**config.mk**
```make
export PLATFORM = sky130hd
export DESIGN_NAME = synthetic_fluoro_pattern_generator_core
export DESIGN_NICKNAME = d
export VERILOG_FILES = /design/src/rtl/sfpg_pkg.sv /design/src/rtl/sfpg_ctrl.sv /design/src/rtl/sfpg_datapath.sv /design/src/rtl/synthetic_fluoro_pattern_generator_core.sv
export VERILOG_INCLUDE_DIRS = /design/src /design/src/rtl
export SDC_FILE = /design/constraint.sdc
export NUM_CORES = 2
export LEC_CHECK = 0
export BUFFER_PORTS_ARGS = -buffer_cell sky130_fd_sc_hd__buf_2
export CORE_ASPECT_RATIO = 1.2
export CORE_MARGIN = 1
export CORE_UTILIZATION = 53
export CTS_CLUSTER_DIAMETER = 120
export DETAILED_ROUTE_END_ITERATION = 10
export HOLD_SLACK_MARGIN = 0.02
export PLACE_DENSITY = 0.8
export SYNTH_ARGS = -nofsm -noshare
export SYNTH_HDL_FRONTEND = slang
export SYNTH_SLANG_ARGS = --single-unit
```
**constraint.sdc**
```tcl
create_clock -name clock -period 12.3 [get_ports clock]
set_input_delay 2.46 -clock clock [delete_from_list [all_inputs] [get_ports clock]]
set_output_delay 2.46 -clock clock [all_outputs]
set_load 0.05 [all_outputs]
```
**src/rtl/synthetic_fluoro_pattern_generator_core_defines.svh**
```systemverilog
// Assertion macros shared by the pattern generator RTL.
// Each macro samples on the rising edge of clock and is disabled during reset.
`ifndef SYNTHETIC_FLUORO_PATTERN_GENERATOR_CORE_DEFINES_SVH
`define SYNTHETIC_FLUORO_PATTERN_GENERATOR_CORE_DEFINES_SVH

// Same-cycle implication.
`define SFPG_ASSERT_IMPLIES(label, pre, post, msg) \
   label: assert property (@(posedge clock) disable iff (reset) (pre) |-> (post)) \
      else $error(msg);

// Next-cycle implication.
`define SFPG_ASSERT_NEXT(label, pre, post, msg) \
   label: assert property (@(posedge clock) disable iff (reset) (pre) |=> (post)) \
      else $error(msg);

`endif

```
**src/rtl/sfpg_pkg.sv**
```systemverilog
`timescale 1ns / 1ps
`default_nettype none

package sfpg_pkg;

   // Parameter defaults
   localparam int PHASE_STEPS_DEFAULT    = 60;
   localparam int COORD_BITS_DEFAULT     = 12;
   localparam int SINE_FRAC_BITS_DEFAULT = 15;

   // Port field widths
   localparam int PIXEL_X_W    = 12;
   localparam int PIXEL_Y_W    = 12;
   localparam int GREY_W       = 16;
   localparam int MARKER_X_W   = 12;
   localparam int MARKER_Y_W   = 13;
   localparam int CSR_INDEX_W  = 3;
   localparam int CSR_DATA_W   = 16;

   // Configuration register widths
   localparam int MODE_W       = 3;
   localparam int SIZE_W       = 13;
   localparam int AMP_W        = 12;
   localparam int AMP_FRAC_BITS = 8;

   // Register indexes
   localparam logic [CSR_INDEX_W-1:0] REG_PATTERN_MODE = 3'd0;
   localparam logic [CSR_INDEX_W-1:0] REG_FRAME_WIDTH  = 3'd1;
   localparam logic [CSR_INDEX_W-1:0] REG_FRAME_HEIGHT = 3'd2;
   localparam logic [CSR_INDEX_W-1:0] REG_AMPLITUDE    = 3'd3;
   localparam logic [CSR_INDEX_W-1:0] REG_MAX_GREY     = 3'd4;

   // Pattern modes
   localparam logic [MODE_W-1:0] MODE_RAMP   = 3'd0;
   localparam logic [MODE_W-1:0] MODE_CLIP   = 3'd1;
   localparam logic [MODE_W-1:0] MODE_SINGLE = 3'd2;
   localparam logic [MODE_W-1:0] MODE_ALT    = 3'd3;
   localparam logic [MODE_W-1:0] MODE_LINE   = 3'd4;

   // Configuration reset values
   localparam logic [MODE_W-1:0] RESET_MODE      = MODE_CLIP;
   localparam logic [SIZE_W-1:0] RESET_WIDTH     = 13'd2048;
   localparam logic [SIZE_W-1:0] RESET_HEIGHT    = 13'd1536;
   localparam logic [AMP_W-1:0]  RESET_AMPLITUDE = 12'd256;
   localparam logic [GREY_W-1:0] RESET_MAX_GREY  = 16'd16383;

   // Pulse countdowns
   localparam int SD_W = 5;
   localparam int SB_W = 5;
   localparam int AD_W = 4;
   localparam int AB_W = 4;
   localparam logic [SD_W-1:0] SINGLE_DARK_RELOAD   = 5'd10;
   localparam logic [SB_W-1:0] SINGLE_BRIGHT_RELOAD = 5'd20;
   localparam logic [AD_W-1:0] ALT_DARK_RELOAD      = 4'd10;
   localparam logic [AB_W-1:0] ALT_BRIGHT_RELOAD    = 4'd10;

   // Grey levels
   localparam logic [GREY_W-1:0] CLIP_BG        = 16'd800;
   localparam logic [GREY_W-1:0] CLIP_FG        = 16'd200;
   localparam logic [GREY_W-1:0] LINE_LEVEL     = 16'd400;
   localparam logic [GREY_W-1:0] BRIGHT_BG      = 16'd300;
   localparam logic [GREY_W-1:0] BRIGHT_FG      = 16'd100;
   localparam logic [GREY_W-1:0] SINGLE_DARK_BG = 16'd30;
   localparam logic [GREY_W-1:0] ALT_DARK_BG    = 16'd20;
   localparam logic [GREY_W-1:0] DARK_FG        = 16'd10;

   // Geometry
   localparam int RAMP_BAND_ROWS = 50;
   localparam int MOTION_ROWS    = 50;
   localparam int MARK_HALF_W    = 3;
   localparam int MARK_HALF_H    = 5;
   localparam int MARKER_Y_MAX   = 4095;
   localparam int MARKER_Y_MIN   = -4096;

   // pi/2 in Q30
   localparam longint unsigned HALF_PI_Q30 = 64'd1686629713;

   // Ramp divider
   localparam int DIV_CNT_W = $clog2(GREY_W);

   typedef enum logic [2:0] {
      ST_IDLE,
      ST_SINE,
      ST_SCALE,
      ST_PLACE,
      ST_PIXEL,
      ST_DIVIDE,
      ST_RESULT
   } sfpg_state_type;

   typedef struct packed {
      logic load_item;
      logic sine_read;
      logic scale;
      logic place;
      logic product;
      logic div_step;
      logic emit;
      logic emit_quot;
   } sfpg_cmd_type;

   typedef struct packed {
      logic in_update;
      logic need_divide;
      logic div_last;
      logic out_free;
   } sfpg_status_type;

endpackage

`default_nettype wire

```
**src/rtl/sfpg_ctrl.sv**
```systemverilog
`timescale 1ns / 1ps
`default_nettype none

`include "synthetic_fluoro_pattern_generator_core_defines.svh"

module sfpg_ctrl (
   input  wire logic                      clock,
   input  wire logic                      reset,
   input  wire logic                      req_valid,
   output logic                           req_stall,
   input  wire sfpg_pkg::sfpg_status_type status,
   output sfpg_pkg::sfpg_cmd_type         cmd
);

   sfpg_pkg::sfpg_state_type state_ff;
   sfpg_pkg::sfpg_state_type state_in;
   sfpg_pkg::sfpg_state_type item_state;

   // where a freshly accepted transaction starts
   assign item_state = status.in_update ? sfpg_pkg::ST_SINE : sfpg_pkg::ST_PIXEL;

   always_ff @(posedge clock) begin
      if (reset) begin
         state_ff <= sfpg_pkg::ST_IDLE;
      end else begin
         state_ff <= state_in;
      end
   end

   // next state
   always_comb begin
      state_in = state_ff;
      case (state_ff)
         sfpg_pkg::ST_IDLE: begin
            if (req_valid) begin
               state_in = item_state;
            end
         end
         sfpg_pkg::ST_SINE:  state_in = sfpg_pkg::ST_SCALE;
         sfpg_pkg::ST_SCALE: state_in = sfpg_pkg::ST_PLACE;
         sfpg_pkg::ST_PLACE: state_in = sfpg_pkg::ST_PIXEL;
         sfpg_pkg::ST_PIXEL: begin
            if (status.need_divide) begin
               state_in = sfpg_pkg::ST_DIVIDE;
            end else if (status.out_free) begin
               state_in = req_valid ? item_state : sfpg_pkg::ST_IDLE;
            end
         end
         sfpg_pkg::ST_DIVIDE: begin
            if (status.div_last) begin
               state_in = sfpg_pkg::ST_RESULT;
            end
         end
         sfpg_pkg::ST_RESULT: begin
            if (status.out_free) begin
               state_in = req_valid ? item_state : sfpg_pkg::ST_IDLE;
            end
         end
         default: state_in = sfpg_pkg::ST_IDLE;
      endcase
   end

   // commands and input stall
   always_comb begin
      cmd       = '0;
      req_stall = 1'b1;
      case (state_ff)
         sfpg_pkg::ST_IDLE: begin
            req_stall     = 1'b0;
            cmd.load_item = req_valid;
         end
         sfpg_pkg::ST_SINE:  cmd.sine_read = 1'b1;
         sfpg_pkg::ST_SCALE: cmd.scale     = 1'b1;
         sfpg_pkg::ST_PLACE: cmd.place     = 1'b1;
         sfpg_pkg::ST_PIXEL: begin
            if (status.need_divide) begin
               cmd.product = 1'b1;
            end else if (status.out_free) begin
               cmd.emit      = 1'b1;
               req_stall     = 1'b0;
               cmd.load_item = req_valid;
            end
         end
         sfpg_pkg::ST_DIVIDE: cmd.div_step = 1'b1;
         sfpg_pkg::ST_RESULT: begin
            if (status.out_free) begin
               cmd.emit      = 1'b1;
               cmd.emit_quot = 1'b1;
               req_stall     = 1'b0;
               cmd.load_item = req_valid;
            end
         end
         default: ;
      endcase
   end

   `SFPG_ASSERT_NEXT(a_divide_exit, state_ff == sfpg_pkg::ST_DIVIDE && status.div_last, state_ff == sfpg_pkg::ST_RESULT, "divider did not hand over to result")
   `SFPG_ASSERT_IMPLIES(a_emit_free, cmd.emit, status.out_free, "result register overwritten")

endmodule

`default_nettype wire

```
**src/rtl/sfpg_datapath.sv**
```systemverilog
`timescale 1ns / 1ps
`default_nettype none

`include "synthetic_fluoro_pattern_generator_core_defines.svh"

module sfpg_datapath #(
   parameter int PHASE_STEPS    = sfpg_pkg::PHASE_STEPS_DEFAULT,
   parameter int COORD_BITS     = sfpg_pkg::COORD_BITS_DEFAULT,
   parameter int SINE_FRAC_BITS = sfpg_pkg::SINE_FRAC_BITS_DEFAULT
) (
   input  wire logic                                clock,
   input  wire logic                                reset,
   input  wire logic [sfpg_pkg::PIXEL_X_W-1:0]      req_pixel_x,
   input  wire logic [sfpg_pkg::PIXEL_Y_W-1:0]      req_pixel_y,
   input  wire logic                                req_frame_start,
   input  wire logic                                rsp_stall,
   output logic                                     rsp_valid,
   output logic [sfpg_pkg::GREY_W-1:0]              rsp_pixel_value,
   output logic [sfpg_pkg::MARKER_X_W-1:0]          rsp_marker_x,
   output logic signed [sfpg_pkg::MARKER_Y_W-1:0]   rsp_marker_y,
   input  wire logic                                csr_write_enable,
   input  wire logic [sfpg_pkg::CSR_INDEX_W-1:0]    csr_index,
   input  wire logic [sfpg_pkg::CSR_DATA_W-1:0]     csr_write_data,
   input  wire sfpg_pkg::sfpg_cmd_type              cmd,
   output sfpg_pkg::sfpg_status_type                status
);

   localparam int CW     = COORD_BITS;
   localparam int SZW    = COORD_BITS + 1;
   localparam int SW     = COORD_BITS + 3;
   localparam int DW     = ((COORD_BITS > 13) ? COORD_BITS : 13) + 2;
   localparam int YW     = ((COORD_BITS > 12) ? COORD_BITS : 12) + 2;
   localparam int PW     = $clog2(PHASE_STEPS);
   localparam int MAGW   = SINE_FRAC_BITS + 1;
   localparam int AMPW   = sfpg_pkg::AMP_W;
   localparam int A50W   = AMPW + 6;
   localparam int SCW    = A50W + MAGW;
   localparam int OFFSH  = sfpg_pkg::AMP_FRAC_BITS + SINE_FRAC_BITS;
   localparam int OFFW   = SCW - OFFSH;
   localparam int GW     = sfpg_pkg::GREY_W;
   localparam int PRW    = GW + COORD_BITS;
   localparam int MW     = sfpg_pkg::MODE_W;
   localparam int ZW     = sfpg_pkg::SIZE_W;
   localparam int MXW    = sfpg_pkg::MARKER_X_W;
   localparam int MYW    = sfpg_pkg::MARKER_Y_W;
   localparam int SDW    = sfpg_pkg::SD_W;
   localparam int SBW    = sfpg_pkg::SB_W;
   localparam int ADW    = sfpg_pkg::AD_W;
   localparam int ABW    = sfpg_pkg::AB_W;
   localparam int CNTW   = sfpg_pkg::DIV_CNT_W;
   localparam int unsigned SIZE_TOP = 1 << COORD_BITS;
   localparam longint unsigned STEPS_L = 64'(PHASE_STEPS);

   localparam logic signed [YW-1:0] Y_MAX  = YW'(sfpg_pkg::MARKER_Y_MAX);
   localparam logic signed [YW-1:0] Y_MIN  = YW'(sfpg_pkg::MARKER_Y_MIN);
   localparam logic signed [SW-1:0] BAND_S = SW'(sfpg_pkg::RAMP_BAND_ROWS);
   localparam logic signed [SW-1:0] ONE_S  = SW'(1);
   localparam logic signed [SW-1:0] HW_S   = SW'(sfpg_pkg::MARK_HALF_W);
   localparam logic signed [DW-1:0] HH_S   = DW'(sfpg_pkg::MARK_HALF_H);

   // sin(2*pi*k/PHASE_STEPS): {negative, magnitude in Q(SINE_FRAC_BITS)}
   function automatic logic [MAGW:0] sine_entry(input int unsigned k);
      longint unsigned u;
      longint unsigned q;
      longint unsigned r;
      longint unsigned g;
      longint unsigned x;
      longint unsigned x2;
      longint unsigned term;
      longint unsigned val;
      longint          sum;
      u    = 64'(k) << 2;
      q    = u / STEPS_L;
      r    = u % STEPS_L;
      g    = q[0] ? (STEPS_L - r) : r;
      x    = (sfpg_pkg::HALF_PI_Q30 * g) / STEPS_L;
      x2   = (x * x) >> 30;
      term = x;
      sum  = signed'(x);
      term = ((term * x2) >> 30) / 64'd6;
      sum  = sum - signed'(term);
      term = ((term * x2) >> 30) / 64'd20;
      sum  = sum + signed'(term);
      term = ((term * x2) >> 30) / 64'd42;
      sum  = sum - signed'(term);
      term = ((term * x2) >> 30) / 64'd72;
      sum  = sum + signed'(term);
      term = ((term * x2) >> 30) / 64'd110;
      sum  = sum - signed'(term);
      term = ((term * x2) >> 30) / 64'd156;
      sum  = sum + signed'(term);
      term = ((term * x2) >> 30) / 64'd210;
      sum  = sum - signed'(term);
      if (sum < 0) begin
         sum = 0;
      end
      val = (unsigned'(sum) + (64'd1 << (29 - SINE_FRAC_BITS))) >> (30 - SINE_FRAC_BITS);
      if (val > (64'd1 << SINE_FRAC_BITS)) begin
         val = 64'd1 << SINE_FRAC_BITS;
      end
      return {(q >= 64'd2), MAGW'(val)};
   endfunction

   logic [MAGW:0] sine_rom [PHASE_STEPS];

   for (genvar k = 0; k < PHASE_STEPS; k++) begin : g_sine
      localparam logic [MAGW:0] ENTRY = sine_entry(k);
      assign sine_rom[k] = ENTRY;
   end

   // configuration
   logic [MW-1:0]   mode_ff,   mode_in;
   logic [ZW-1:0]   width_ff,  width_in;
   logic [ZW-1:0]   height_ff, height_in;
   logic [AMPW-1:0] amp_ff,    amp_in;
   logic [GW-1:0]   grey_ff,   grey_in;

   // frame state
   logic [PW-1:0]          phase_ff,  phase_in;
   logic [SDW-1:0]         sd_ff,     sd_in;
   logic [SBW-1:0]         sb_ff,     sb_in;
   logic [ADW-1:0]         ad_ff,     ad_in;
   logic [ABW-1:0]         ab_ff,     ab_in;
   logic                   bright_ff, bright_in;
   logic [CW-1:0]          mx_ff,     mx_in;
   logic signed [MYW-1:0]  my_ff,     my_in;

   // item and arithmetic
   logic [CW-1:0]    x_ff,       x_in;
   logic [CW-1:0]    y_ff,       y_in;
   logic [MAGW-1:0]  sin_mag_ff, sin_mag_in;
   logic             sin_neg_ff, sin_neg_in;
   logic [A50W-1:0]  amp50_ff,   amp50_in;
   logic [SCW-1:0]   scale_ff,   scale_in;
   logic [CW-1:0]    rem_ff,     rem_in;
   logic [GW-1:0]    quot_ff,    quot_in;
   logic [CNTW-1:0]  cnt_ff,     cnt_in;

   // result register
   logic                   rsp_valid_ff, rsp_valid_in;
   logic [GW-1:0]          rsp_value_ff, rsp_value_in;
   logic [MXW-1:0]         rsp_mx_ff,    rsp_mx_in;
   logic signed [MYW-1:0]  rsp_my_ff,    rsp_my_in;

   logic [MW-1:0]          mode_eff;
   logic [SZW-1:0]         w_eff;
   logic [SZW-1:0]         h_eff;
   logic [CW-1:0]          w_half;
   logic [CW-1:0]          h_half;
   logic [MAGW:0]          sine_word;
   logic [OFFW-1:0]        offset;
   logic signed [YW-1:0]   y_sum;
   logic signed [YW-1:0]   y_sat;
   logic signed [SW-1:0]   xs;
   logic signed [SW-1:0]   ys;
   logic signed [SW-1:0]   ws;
   logic signed [SW-1:0]   hs;
   logic signed [SW-1:0]   dx;
   logic signed [DW-1:0]   dy;
   logic                   in_frame;
   logic                   band;
   logic                   diag;
   logic                   marker_hit;
   logic [GW-1:0]          bg;
   logic [GW-1:0]          fg;
   logic [GW-1:0]          pix_value;
   logic [PRW-1:0]         product;
   logic [CW:0]            trial;
   logic                   ramp_mode;

   // effective configuration
   always_comb begin
      mode_eff = (mode_ff > sfpg_pkg::MODE_LINE) ? sfpg_pkg::MODE_CLIP : mode_ff;
      if (width_ff == '0) begin
         w_eff = SZW'(1);
      end else if (32'(width_ff) > SIZE_TOP) begin
         w_eff = SZW'(SIZE_TOP);
      end else begin
         w_eff = SZW'(width_ff);
      end
      if (height_ff == '0) begin
         h_eff = SZW'(1);
      end else if (32'(height_ff) > SIZE_TOP) begin
         h_eff = SZW'(SIZE_TOP);
      end else begin
         h_eff = SZW'(height_ff);
      end
      w_half = CW'(w_eff >> 1);
      h_half = CW'(h_eff >> 1);
   end

   assign ramp_mode = (mode_eff == sfpg_pkg::MODE_RAMP);

   // configuration writes
   always_comb begin
      mode_in   = mode_ff;
      width_in  = width_ff;
      height_in = height_ff;
      amp_in    = amp_ff;
      grey_in   = grey_ff;
      if (csr_write_enable) begin
         case (csr_index)
            sfpg_pkg::REG_PATTERN_MODE: mode_in   = csr_write_data[MW-1:0];
            sfpg_pkg::REG_FRAME_WIDTH:  width_in  = csr_write_data[ZW-1:0];
            sfpg_pkg::REG_FRAME_HEIGHT: height_in = csr_write_data[ZW-1:0];
            sfpg_pkg::REG_AMPLITUDE:    amp_in    = csr_write_data[AMPW-1:0];
            sfpg_pkg::REG_MAX_GREY:     grey_in   = csr_write_data[GW-1:0];
            default: ;
         endcase
      end
   end

   // marker placement: sine read, scale, then offset and saturate
   assign sine_word = sine_rom[phase_ff];
   assign offset    = scale_ff[SCW-1:OFFSH];

   always_comb begin
      if (sin_neg_ff) begin
         y_sum = $signed(YW'(h_half)) - $signed(YW'(offset));
      end else begin
         y_sum = $signed(YW'(h_half)) + $signed(YW'(offset));
      end
      if (y_sum > Y_MAX) begin
         y_sat = Y_MAX;
      end else if (y_sum < Y_MIN) begin
         y_sat = Y_MIN;
      end else begin
         y_sat = y_sum;
      end
   end

   always_comb begin
      sin_mag_in = cmd.sine_read ? sine_word[MAGW-1:0] : sin_mag_ff;
      sin_neg_in = cmd.sine_read ? sine_word[MAGW] : sin_neg_ff;
      amp50_in   = cmd.sine_read ? A50W'(amp_ff) * A50W'(sfpg_pkg::MOTION_ROWS) : amp50_ff;
      scale_in   = cmd.scale ? SCW'(amp50_ff) * SCW'(sin_mag_ff) : scale_ff;
   end

   // frame state update
   always_comb begin
      phase_in  = phase_ff;
      sd_in     = sd_ff;
      sb_in     = sb_ff;
      ad_in     = ad_ff;
      ab_in     = ab_ff;
      bright_in = bright_ff;
      mx_in     = mx_ff;
      my_in     = my_ff;
      if (cmd.place) begin
         mx_in    = w_half;
         my_in    = MYW'(y_sat);
         phase_in = (phase_ff == PW'(PHASE_STEPS - 1)) ? '0 : phase_ff + PW'(1);
         case (mode_eff)
            sfpg_pkg::MODE_SINGLE: begin
               if (sd_ff != '0 || sb_ff == '0) begin
                  if (sd_ff != '0) begin
                     sd_in = sd_ff - SDW'(1);
                  end
                  bright_in = 1'b0;
               end else begin
                  sb_in     = sb_ff - SBW'(1);
                  bright_in = 1'b1;
               end
            end
            sfpg_pkg::MODE_ALT: begin
               if (ad_ff != '0) begin
                  ad_in = ad_ff - ADW'(1);
                  if (ad_ff == ADW'(1)) begin
                     ab_in = sfpg_pkg::ALT_BRIGHT_RELOAD;
                  end
                  bright_in = 1'b0;
               end else begin
                  ab_in = ab_ff - ABW'(1);
                  if (ab_ff == ABW'(1)) begin
                     ad_in = sfpg_pkg::ALT_DARK_RELOAD;
                  end
                  bright_in = 1'b1;
               end
            end
            default: ;
         endcase
      end
   end

   // pixel classification
   always_comb begin
      xs       = $signed(SW'(x_ff));
      ys       = $signed(SW'(y_ff));
      ws       = $signed(SW'(w_eff));
      hs       = $signed(SW'(h_eff));
      in_frame = (SZW'(x_ff) < w_eff) && (SZW'(y_ff) < h_eff);
      band     = (ys < BAND_S) || (ys > hs - BAND_S);
      diag     = (xs == ys) || (xs == ys + (ws - hs)) ||
                 (xs == ws - ONE_S - ys) || (xs == hs - ONE_S - ys);
      dx       = xs - $signed(SW'(mx_ff));
      dy       = $signed(DW'(y_ff)) - DW'(my_ff);
      marker_hit = (dx >= -HW_S) && (dx <= HW_S) && (dy >= -HH_S) && (dy <= HH_S);
   end

   always_comb begin
      case (mode_eff)
         sfpg_pkg::MODE_SINGLE: begin
            bg = bright_ff ? sfpg_pkg::BRIGHT_BG : sfpg_pkg::SINGLE_DARK_BG;
            fg = bright_ff ? sfpg_pkg::BRIGHT_FG : sfpg_pkg::DARK_FG;
         end
         sfpg_pkg::MODE_ALT: begin
            bg = bright_ff ? sfpg_pkg::BRIGHT_BG : sfpg_pkg::ALT_DARK_BG;
            fg = bright_ff ? sfpg_pkg::BRIGHT_FG : sfpg_pkg::DARK_FG;
         end
         default: begin
            bg = sfpg_pkg::CLIP_BG;
            fg = sfpg_pkg::CLIP_FG;
         end
      endcase
   end

   always_comb begin
      if (!in_frame) begin
         pix_value = '0;
      end else if (ramp_mode) begin
         pix_value = grey_ff;
      end else if (marker_hit) begin
         pix_value = fg;
      end else if (mode_eff == sfpg_pkg::MODE_LINE && diag) begin
         pix_value = sfpg_pkg::LINE_LEVEL;
      end else begin
         pix_value = bg;
      end
   end

   // ramp divider: max_grey*x / w, one quotient bit a cycle
   assign product = PRW'(grey_ff) * PRW'(x_ff);
   assign trial   = {rem_ff, quot_ff[GW-1]};

   always_comb begin
      rem_in  = rem_ff;
      quot_in = quot_ff;
      cnt_in  = cnt_ff;
      if (cmd.product) begin
         rem_in  = product[PRW-1:GW];
         quot_in = product[GW-1:0];
         cnt_in  = '0;
      end else if (cmd.div_step) begin
         cnt_in = cnt_ff + CNTW'(1);
         if (trial >= w_eff) begin
            rem_in  = CW'(trial - w_eff);
            quot_in = {quot_ff[GW-2:0], 1'b1};
         end else begin
            rem_in  = CW'(trial);
            quot_in = {quot_ff[GW-2:0], 1'b0};
         end
      end
   end

   // input capture and result register
   always_comb begin
      x_in         = cmd.load_item ? CW'(req_pixel_x) : x_ff;
      y_in         = cmd.load_item ? CW'(req_pixel_y) : y_ff;
      rsp_valid_in = cmd.emit | (rsp_valid_ff & rsp_stall);
      rsp_value_in = rsp_value_ff;
      rsp_mx_in    = rsp_mx_ff;
      rsp_my_in    = rsp_my_ff;
      if (cmd.emit) begin
         rsp_value_in = cmd.emit_quot ? quot_ff : pix_value;
         rsp_mx_in    = ramp_mode ? '0 : MXW'(mx_ff);
         rsp_my_in    = ramp_mode ? '0 : my_ff;
      end
   end

   always_ff @(posedge clock) begin
      if (reset) begin
         mode_ff      <= sfpg_pkg::RESET_MODE;
         width_ff     <= sfpg_pkg::RESET_WIDTH;
         height_ff    <= sfpg_pkg::RESET_HEIGHT;
         amp_ff       <= sfpg_pkg::RESET_AMPLITUDE;
         grey_ff      <= sfpg_pkg::RESET_MAX_GREY;
         phase_ff     <= '0;
         sd_ff        <= sfpg_pkg::SINGLE_DARK_RELOAD;
         sb_ff        <= sfpg_pkg::SINGLE_BRIGHT_RELOAD;
         ad_ff        <= sfpg_pkg::ALT_DARK_RELOAD;
         ab_ff        <= sfpg_pkg::ALT_BRIGHT_RELOAD;
         bright_ff    <= 1'b0;
         mx_ff        <= '0;
         my_ff        <= '0;
         cnt_ff       <= '0;
         rsp_valid_ff <= 1'b0;
      end else begin
         mode_ff      <= mode_in;
         width_ff     <= width_in;
         height_ff    <= height_in;
         amp_ff       <= amp_in;
         grey_ff      <= grey_in;
         phase_ff     <= phase_in;
         sd_ff        <= sd_in;
         sb_ff        <= sb_in;
         ad_ff        <= ad_in;
         ab_ff        <= ab_in;
         bright_ff    <= bright_in;
         mx_ff        <= mx_in;
         my_ff        <= my_in;
         cnt_ff       <= cnt_in;
         rsp_valid_ff <= rsp_valid_in;
      end
   end

   always_ff @(posedge clock) begin
      x_ff         <= x_in;
      y_ff         <= y_in;
      sin_mag_ff   <= sin_mag_in;
      sin_neg_ff   <= sin_neg_in;
      amp50_ff     <= amp50_in;
      scale_ff     <= scale_in;
      rem_ff       <= rem_in;
      quot_ff      <= quot_in;
      rsp_value_ff <= rsp_value_in;
      rsp_mx_ff    <= rsp_mx_in;
      rsp_my_ff    <= rsp_my_in;
   end

   always_comb begin
      status.in_update   = req_frame_start && !ramp_mode;
      status.need_divide = ramp_mode && in_frame && !band;
      status.div_last    = (cnt_ff == CNTW'(GW - 1));
      status.out_free    = !rsp_valid_ff || !rsp_stall;
   end

   assign rsp_valid       = rsp_valid_ff;
   assign rsp_pixel_value = rsp_value_ff;
   assign rsp_marker_x    = rsp_mx_ff;
   assign rsp_marker_y    = rsp_my_ff;

   `SFPG_ASSERT_IMPLIES(a_phase_range, 1'b1, 32'(phase_ff) < PHASE_STEPS, "phase index out of range")
   `SFPG_ASSERT_IMPLIES(a_alt_counts, ad_ff == '0, ab_ff != '0, "both alternating countdowns empty")
   `SFPG_ASSERT_IMPLIES(a_ramp_quot, cmd.emit && cmd.emit_quot, quot_ff <= grey_ff, "ramp quotient above full grey")

endmodule

`default_nettype wire

```
**src/rtl/synthetic_fluoro_pattern_generator_core.sv**
```systemverilog
`timescale 1ns / 1ps
`default_nettype none

// Channel   Direction  Handshake          Payload
// req_*     in         req_valid/stall    pixel_x, pixel_y, frame_start
// rsp_*     out        rsp_valid/stall    pixel_value, marker_x, marker_y
// csr_*     in         csr_write_enable   csr_index, csr_write_data
//
// Sequencing: a clip, pulse or line pixel needs only the pixel state; once busy,
//   the engine takes the next request as it emits a result. A frame-start
//   transaction in modes 1 to 4 first passes the sine table read, amplitude
//   multiply and marker placement. A ramp pixel outside the bands adds
//   max_grey*x and the one-bit-a-cycle restoring divider by the frame width.
// Reset: synchronous, active high; configuration returns to its defaults and the
//   frame state goes back to phase zero, reloaded pulse countdowns, the dark
//   palette and a marker at the origin.
// Stalls: the result register holds a finished transaction under rsp_stall while
//   the next request is already captured; req_stall rises while work is pending.

module synthetic_fluoro_pattern_generator_core #(
   parameter int PHASE_STEPS    = sfpg_pkg::PHASE_STEPS_DEFAULT,
   parameter int COORD_BITS     = sfpg_pkg::COORD_BITS_DEFAULT,
   parameter int SINE_FRAC_BITS = sfpg_pkg::SINE_FRAC_BITS_DEFAULT
) (
   input  wire logic                                clock,
   input  wire logic                                reset,
   input  wire logic                                req_valid,
   output logic                                     req_stall,
   input  wire logic [sfpg_pkg::PIXEL_X_W-1:0]      req_pixel_x,
   input  wire logic [sfpg_pkg::PIXEL_Y_W-1:0]      req_pixel_y,
   input  wire logic                                req_frame_start,
   output logic                                     rsp_valid,
   input  wire logic                                rsp_stall,
   output logic [sfpg_pkg::GREY_W-1:0]              rsp_pixel_value,
   output logic [sfpg_pkg::MARKER_X_W-1:0]          rsp_marker_x,
   output logic signed [sfpg_pkg::MARKER_Y_W-1:0]   rsp_marker_y,
   input  wire logic                                csr_write_enable,
   input  wire logic [sfpg_pkg::CSR_INDEX_W-1:0]    csr_index,
   input  wire logic [sfpg_pkg::CSR_DATA_W-1:0]     csr_write_data
);

   // controller drives the datapath only through these
   sfpg_pkg::sfpg_cmd_type    ctrl_cmd;
   sfpg_pkg::sfpg_status_type dp_status;

   // sequencing: accept, frame update steps, divider iterations, result hand-off
   sfpg_ctrl u_ctrl (
      .clock     (clock),
      .reset     (reset),
      .req_valid (req_valid),
      .req_stall (req_stall),
      .status    (dp_status),
      .cmd       (ctrl_cmd)
   );

   // configuration, frame state, pixel rules, divider and result register
   sfpg_datapath #(
      .PHASE_STEPS    (PHASE_STEPS),
      .COORD_BITS     (COORD_BITS),
      .SINE_FRAC_BITS (SINE_FRAC_BITS)
   ) u_datapath (
      .clock            (clock),
      .reset            (reset),
      .req_pixel_x      (req_pixel_x),
      .req_pixel_y      (req_pixel_y),
      .req_frame_start  (req_frame_start),
      .rsp_stall        (rsp_stall),
      .rsp_valid        (rsp_valid),
      .rsp_pixel_value  (rsp_pixel_value),
      .rsp_marker_x     (rsp_marker_x),
      .rsp_marker_y     (rsp_marker_y),
      .csr_write_enable (csr_write_enable),
      .csr_index        (csr_index),
      .csr_write_data   (csr_write_data),
      .cmd              (ctrl_cmd),
      .status           (dp_status)
   );

endmodule

`default_nettype wire

```
Word-level counts from Yosys, hierarchy flattened
Memory sizes are Yosys's and may differ from the RTL's. A register that Yosys moved wholly into a read port is not among the register bits.
Index checks and enable logic that the tools add are counted.
{"block": "word_totals", "word_cells": 187, "regBits": 258, "mem_bits_ro": 1088, "inputBits": 49, "mem_count": 1, "out_inout_bits": 43}
{"memory": "(no name shown)", "depth": 64, "width": 17, "rd": 1, "rd_clocked_by_memory_dff": 1, "write_ports": 0, "line": "sfpg_datapath.sv:214", "rtl": "assign sine_word = sine_rom[phase_ff];"}
{"block": "op_classes", "n_addsub": 18, "magnitude_cmp": 14, "multipliers": 3, "mux": 56, "eq_ne": 24, "reduce_logical": 42, "bitwise": 4}
{"operator": "two-way mux 16 bit", "n": 8}
{"operator": "two-way mux 13 bit", "n": 6}
{"operator": "== test 13 x 15 -> 1 bit", "n": 3}
{"operator": "two-way mux 12 bit", "n": 3}
{"operator": "multiplier 17 x 16 -> 33 bit", "n": 1}
{"operator": "case mux 16 bit (2 select lines)", "n": 1}
{"operator": "subtractor 15 x 13 -> 15 bit", "n": 2}
{"operator": "multiplier 16 x 12 -> 28 bit", "n": 1}
{"operator": "subtractor 13 x 1 -> 14 bit (second input constant)", "n": 2}
{"operator": "subtractor 13 x 13 -> 14 bit", "n": 2}
{"operator": "greater-than comparator 13 bit (second input constant)", "n": 2}
{"operator": "zero test 13 bit", "n": 2}
{"operator": "< comparator 12 x 13 -> 1 bit", "n": 2}
{"operator": "two-way mux 3 bit", "n": 7}
{"operator": "case mux 3 bit (7 select lines)", "n": 1}
{"operator": "== test 3 x 2 -> 1 bit (second input constant)", "n": 6}
{"operator": "two-way mux 9 bit", "n": 2}
{"operator": "multiplier 12 x 5 -> 17 bit (second input constant)", "n": 1}
{"operator": "two-way mux 1 bit", "n": 16}
{"operator": "two-way mux 4 bit", "n": 4}
{"operator": "adder 13 x 15 -> 15 bit", "n": 1}
{"operator": "== test 3 bit (second input constant)", "n": 5}
{"operator": "greater-or-equal comparator 15 x 3 -> 1 bit (second input constant)", "n": 1}
{"operator": "greater-or-equal comparator 15 x 4 -> 1 bit (second input constant)", "n": 1}
{"operator": "45 further kinds", "n": 81}

Logic depth before layout (Yosys ltp)
{"block": "logic_depth", "ltp_word": 15, "ltp_mapped": 25, "depth_no_buf": 24}

Hierarchy
From an unflattened synthesis, not the netlist that was laid out.
{"block": "hier_totals", "cells_unflattened": 3889, "hier_area_um2": 33744.9}
{"module": "sfpg_datapath", "seq_area_each_um2": 6386.1, "cells_each": 3845, "n_inst": 1, "area_per_inst_um2": 33404.5}
{"module": "sfpg_ctrl", "seq_area_each_um2": 60.1, "cells_each": 44, "n_inst": 1, "area_per_inst_um2": 340.3}

Worst setup path before layout
OpenSTA, ideal clock, no wires.
{"block": "synth_timing", "kind": "reg2out", "start": "reg u_datapath.height_ff[12]", "end": "out req_stall", "stages_incl_launch_ff": 18, "n_path_buf": 2, "arrival_ns": 7.314, "setup_slack_ns": 2.526, "required_ns": 9.840, "path_cell_list": "dfxtp_1 -> clkbuf_1 -> inv_1 -> clkbuf_1 -> nand2_1 -> ha_1 -> a21oi_1 -> nand2_1 -> o21ai_0 -> xnor2_1 -> ha_1 -> and3_1 -> nand3_1 -> o31a_1 -> a211o_1 -> nand4_1 -> nor3b_1 -> nor2_1"}
{"block": "synth_via", "elab_chain_cells": 10, "elab_cells_between_ends": 14, "classes_between": "add/sub: 1; order compare: 3; mux: 4; reduce/logical: 6"}
{"item": "from (decl)", "line": "sfpg_datapath.sv:114", "rtl": "logic [ZW-1:0] height_ff, height_in;"}
{"item": "from (signal assigned)", "line": "sfpg_datapath.sv:374", "rtl": "height_ff <= sfpg_pkg::RESET_HEIGHT;"}
{"item": "from (signal assigned)", "line": "sfpg_datapath.sv:390", "rtl": "height_ff <= height_in;"}
{"item": "greater-than comparator 13 bit", "line": "sfpg_datapath.sv:183", "rtl": "end else if (32'(height_ff) > SIZE_TOP) begin"}
{"item": "two-way mux 13 bit", "line": "sfpg_datapath.sv:183"}
{"item": "two-way mux 13 bit *", "line": "sfpg_datapath.sv:181", "rtl": "if (height_ff == '0) begin"}
{"item": "subtractor 13 x 6 -> 14 bit", "line": "sfpg_datapath.sv:292", "rtl": "band = (ys < BAND_S) || (ys > hs - BAND_S);"}
{"item": "greater-than comparator 13 x 15 -> 1 bit", "line": "sfpg_datapath.sv:292"}
{"item": "logical OR 1 bit", "line": "sfpg_datapath.sv:292"}
{"item": "zero test 1 bit", "line": "sfpg_datapath.sv:422", "rtl": "status.need_divide = ramp_mode && in_frame && !band;"}
{"item": "logical AND 1 bit *", "line": "sfpg_datapath.sv:422"}
{"item": "two-way mux 1 bit *", "line": "sfpg_ctrl.sv:76", "rtl": "if (status.need_divide) begin"}
{"item": "case mux 1 bit (3 select lines) *", "line": "sfpg_ctrl.sv:67", "rtl": "case (state_ff)"}
{"item": "to (decl)", "line": "synthetic_fluoro_pattern_generator_core.sv:28", "rtl": "output logic req_stall,"}
Every way passes the cells marked *; elsewhere a longest branch is shown, timed or not.

Worst setup path after layout
Same ends and word-level chain as after synthesis.

==> flow_summary.yaml <==
final_layout:
  num-nets-final: 4613
  stdcell_area_mm2: 0.03537
  layout_commonest_cell: "nand2_1"
  final_cells: 4671
  drive_gt1_share_pct: 5.837
  antenna_cells: 0
  final_cell_mix: "590 x nand2_1, 544 x inv_1, 371 x ha_1"
  utilization_pct: 57.00
  syn2layout_area_growth_pct: 6.274
clock_network:
  cts_setup_buffers: 0
  holdBufCountCts: 0
  htree_levels: 1
  cts.path.max_buffers: 3
  cts_resized: 0
  clk_pin_slew_ns: 0.06
  clock-sinks: 253
  cts_tree: "built"
  cts_made_buffers: 31
  clk_latency_ns: 0.60
  ctsRootBufferMaster: "clkbuf_16"
global_routing:
  first_global_vias: 27510
  antenna_found_initial: 3
  track_usage_pct: 28.33
  grt_max_degree: 81
  grt_first_pass_wirelength_mm: 144.1
  grt-ovfl-total: 0
logic_synthesis:
  synth-seq-cells: 253
  ys_types: 90
  netlist_instances: 3853
  netlist_area_mm2: 0.03328
  async_flop_share_pct: 0
  avgSynthCellArea_um2: 8.639
  synth_seq_area_share_pct: 19.37
  synth-main-ff-cell: "edfxtp_1"
  ys_warn_count: 0
  yosys.area.top_type: "fa_1"
  syn-num-nets: 4636
  synth_edf_count: 138
  ys_top_cells_by_area: "fa_1 22%, ha_1 14%, edfxtp_1 12%"
  synth_top_area_share_pct: 21.83
timing:
  slew_headroom_pct: 19.91
  slew_violations: 0
  setup_viol: 0
  post-route-period-util_pct: 63.00
  setup_slack_ns: 4.551
  hold_viol: 0
  worst-slew-pin-transition_ns: 1.199
  hold_ws_ns: 0.4396
  rsz0062_at_grt: "no"
  fin_crit_ns: 7.749
  max_freq_mhz: 129.0
  final.setup.tns_ns: 0
  finClkSkew_ns: 0.01003
floorplan:
  chipHeight_um: 276.5
  coreArea_mm2: 0.06206
  initial_core_util_pct: 53.63
  dieWidth_um: 230.8
  dieArea_mm2: 0.06381
  io_pins: 92
  num_rows: 100
power:
  leakage_nw: 16.42
  p_seq_share_pct: 12.0
  switching_share_pct: 49.54
  p_comb_share_pct: 78.1
  vdd_ir_drop_max_v: 0.0005374
  clkPwrFrac_pct: 9.9
  total_power_mw: 9.554
  pwr_density_cell_mw_per_mm2: 270.1
  power_switching_mw: 4.733
  p_int_mw: 4.821
critical_path:
  cp.required_ns: 9.84
  worstPathMaxFanout: 17
  r2r-start: "u_datapath.sin_mag_ff[4]$_DFFE_PP_"
  reg2reg_slack_ns: 5.28
  r2r_end: "u_datapath.scale_ff[31]$_DFFE_PP_"
  reg2reg_depth: 23
  crit_type: "reg2out"
  start_kind: "flip-flop"
  critPathArrivalTime_ns: 5.29
  end_kind: "output pin"
placement:
  dpl-instance-area_mm2: 0.03433
  place_congestion: 0.9549
  post-place-ws_ns: 5.301
  detailed_place_hpwl_mm: 67.66
  io_buffers: 91
  dp_cells: 4613
job:
  drv_cap: 0
worst_hold_path:
  holdPathEnd: "u_datapath.sb_ff[4]$_SDFFE_PP1P_"
  hold_path.class: "reg2reg"
  min_from: "u_datapath.sb_ff[4]$_SDFFE_PP1P_"
  min_path_cells: 2
route:
  viasPerCell: 5.874
  antenna_left: 0
  num_vias: 27440
  drt_iter0_drc: 2351
  drt-total-wl_mm: 89.18
  wl_per_cell_um: 19.09
  drc: 0
  dr.pass1.iters: 6
run_status:
  outcome: "finished clean"
synth_stat cells, drive strengths merged, types with 10 or more instances:
cell / count
a211oi: 29
a21o: 42
a21oi: 202
a221oi: 17
a22oi: 13
a31oi: 25
and2: 170
and3: 17
buf: 20
clkbuf: 154
dfxtp: 115
edfxtp: 138
fa: 363
ha: 371
inv: 545
mux2: 16
mux2i: 17
nand2: 590
nand2b: 25
nand3: 67
nand4: 23
nor2: 186
nor2b: 42
nor3: 69
nor3b: 10
nor4: 23
o211ai: 21
o21a: 42
o21ai: 131
o21bai: 16
o31ai: 16
or3: 12
xnor2: 116
xor2: 69
power groups by stage:
stage               combinational [mW]  sequential [mW]  clock, mW
floorplan                         5.71             1.14          0
global placement                  7.21             1.15          0
detailed placement                7.41             1.16          0
CTS                               7.50             1.14      0.962
global route                      8.51             1.15      0.989
finish                            7.46             1.14      0.947
flip-flops by register name (all words and copies together) (netlist names), 4 cells and up:
register,count
u_datapath.ab_ff,4
u_datapath.ad_ff,4
u_datapath.amp50_ff,17
u_datapath.amp_ff,12
u_datapath.cnt_ff,4
u_datapath.grey_ff,16
u_datapath.height_ff,13
u_datapath.mx_ff,12
u_datapath.my_ff,13
u_datapath.phase_ff,6
u_datapath.quot_ff,16
u_datapath.rem_ff,12
u_datapath.rsp_marker_x,12
u_datapath.rsp_marker_y,13
u_datapath.rsp_pixel_value,16
u_datapath.sb_ff,5
u_datapath.scale_ff,11
u_datapath.sd_ff,5
u_datapath.sin_mag_ff,16
u_datapath.width_ff,13
u_datapath.x_ff,12
u_datapath.y_ff,12
layout make-up:
cell class / count / area (um2)
multi-input cells: 2879 / 24150
flip-flops and latches: 253 / 6446
inverters: 547 / 2053
repair buffers: 118 / 658.1
fillers: 5469 / 26690
clock buffers: 39 / 850.8
clock inverters: 19 / 193.9
well taps: 816 / 1021
logic make-up (layout without fill, tap and decap cells):
family / count (synthesis) / after routing / synth area share (%)
adder cells (fa/ha/maj): 734 / 734 / 35.78
multiplexers: 34 / 34 / 1.120
flip-flops: 253 / 253 / 19.37
XOR/XNOR: 185 / 185 / 4.868
buffers and inverters: 721 / 723 / 8.161
AND/OR/NAND/NOR: 1270 / 1270 / 17.88
AO/OA/AOI/OAI: 656 / 656 / 12.83
worst max path at each step:
stage | start | to | slack [ns]
after detailed placement | u_datapath.amp50_ff[13]$_DFFE_PP_ | u_datapath.scale_ff[31]$_DFFE_PP_ | 5.30
after global routing | u_datapath.height_ff[12]$_SDFFE_PP0P_ | req_stall | 4.18
after floorplan | u_datapath.height_ff[12]$_SDFFE_PP0P_ | req_stall | 2.53
after CTS | u_datapath.height_ff[12]$_SDFFE_PP0P_ | req_stall | 4.66
final | u_datapath.height_ff[12]$_SDFFE_PP0P_ | req_stall | 4.55
after global placement | u_datapath.sin_mag_ff[1]$_DFFE_PP_ | u_datapath.scale_ff[33]$_DFFE_PP_ | 5.45
metal layers:
metal	vias up	GRT usage [%]	share of wire, %
met5	-	0	0.033
met4	4	11.46	4.2
met3	272	3.981	8.0
met2	1149	46.94	47
met1	13300	37.11	40
li1	12710	-	-
worst max-delay path: stages (launching register included):
cell and delay, ns:
dfxtp_1 0.71, inv_1 0.42, nand2_1 0.33, ha_1 0.36
a21oi_1 0.15, nand2_1 0.18, o21ai_0 0.13, xnor2_1 0.16
ha_1 0.31, a21oi_1 0.14, nor2b_1 0.06, a2111oi_0 0.40
o31a_1 0.21, a211o_1 0.09, nand4_1 0.17, nor3b_2 0.25
nor2_1 0.28, buf_2 0.33
(Power assumes the default switching activity.)
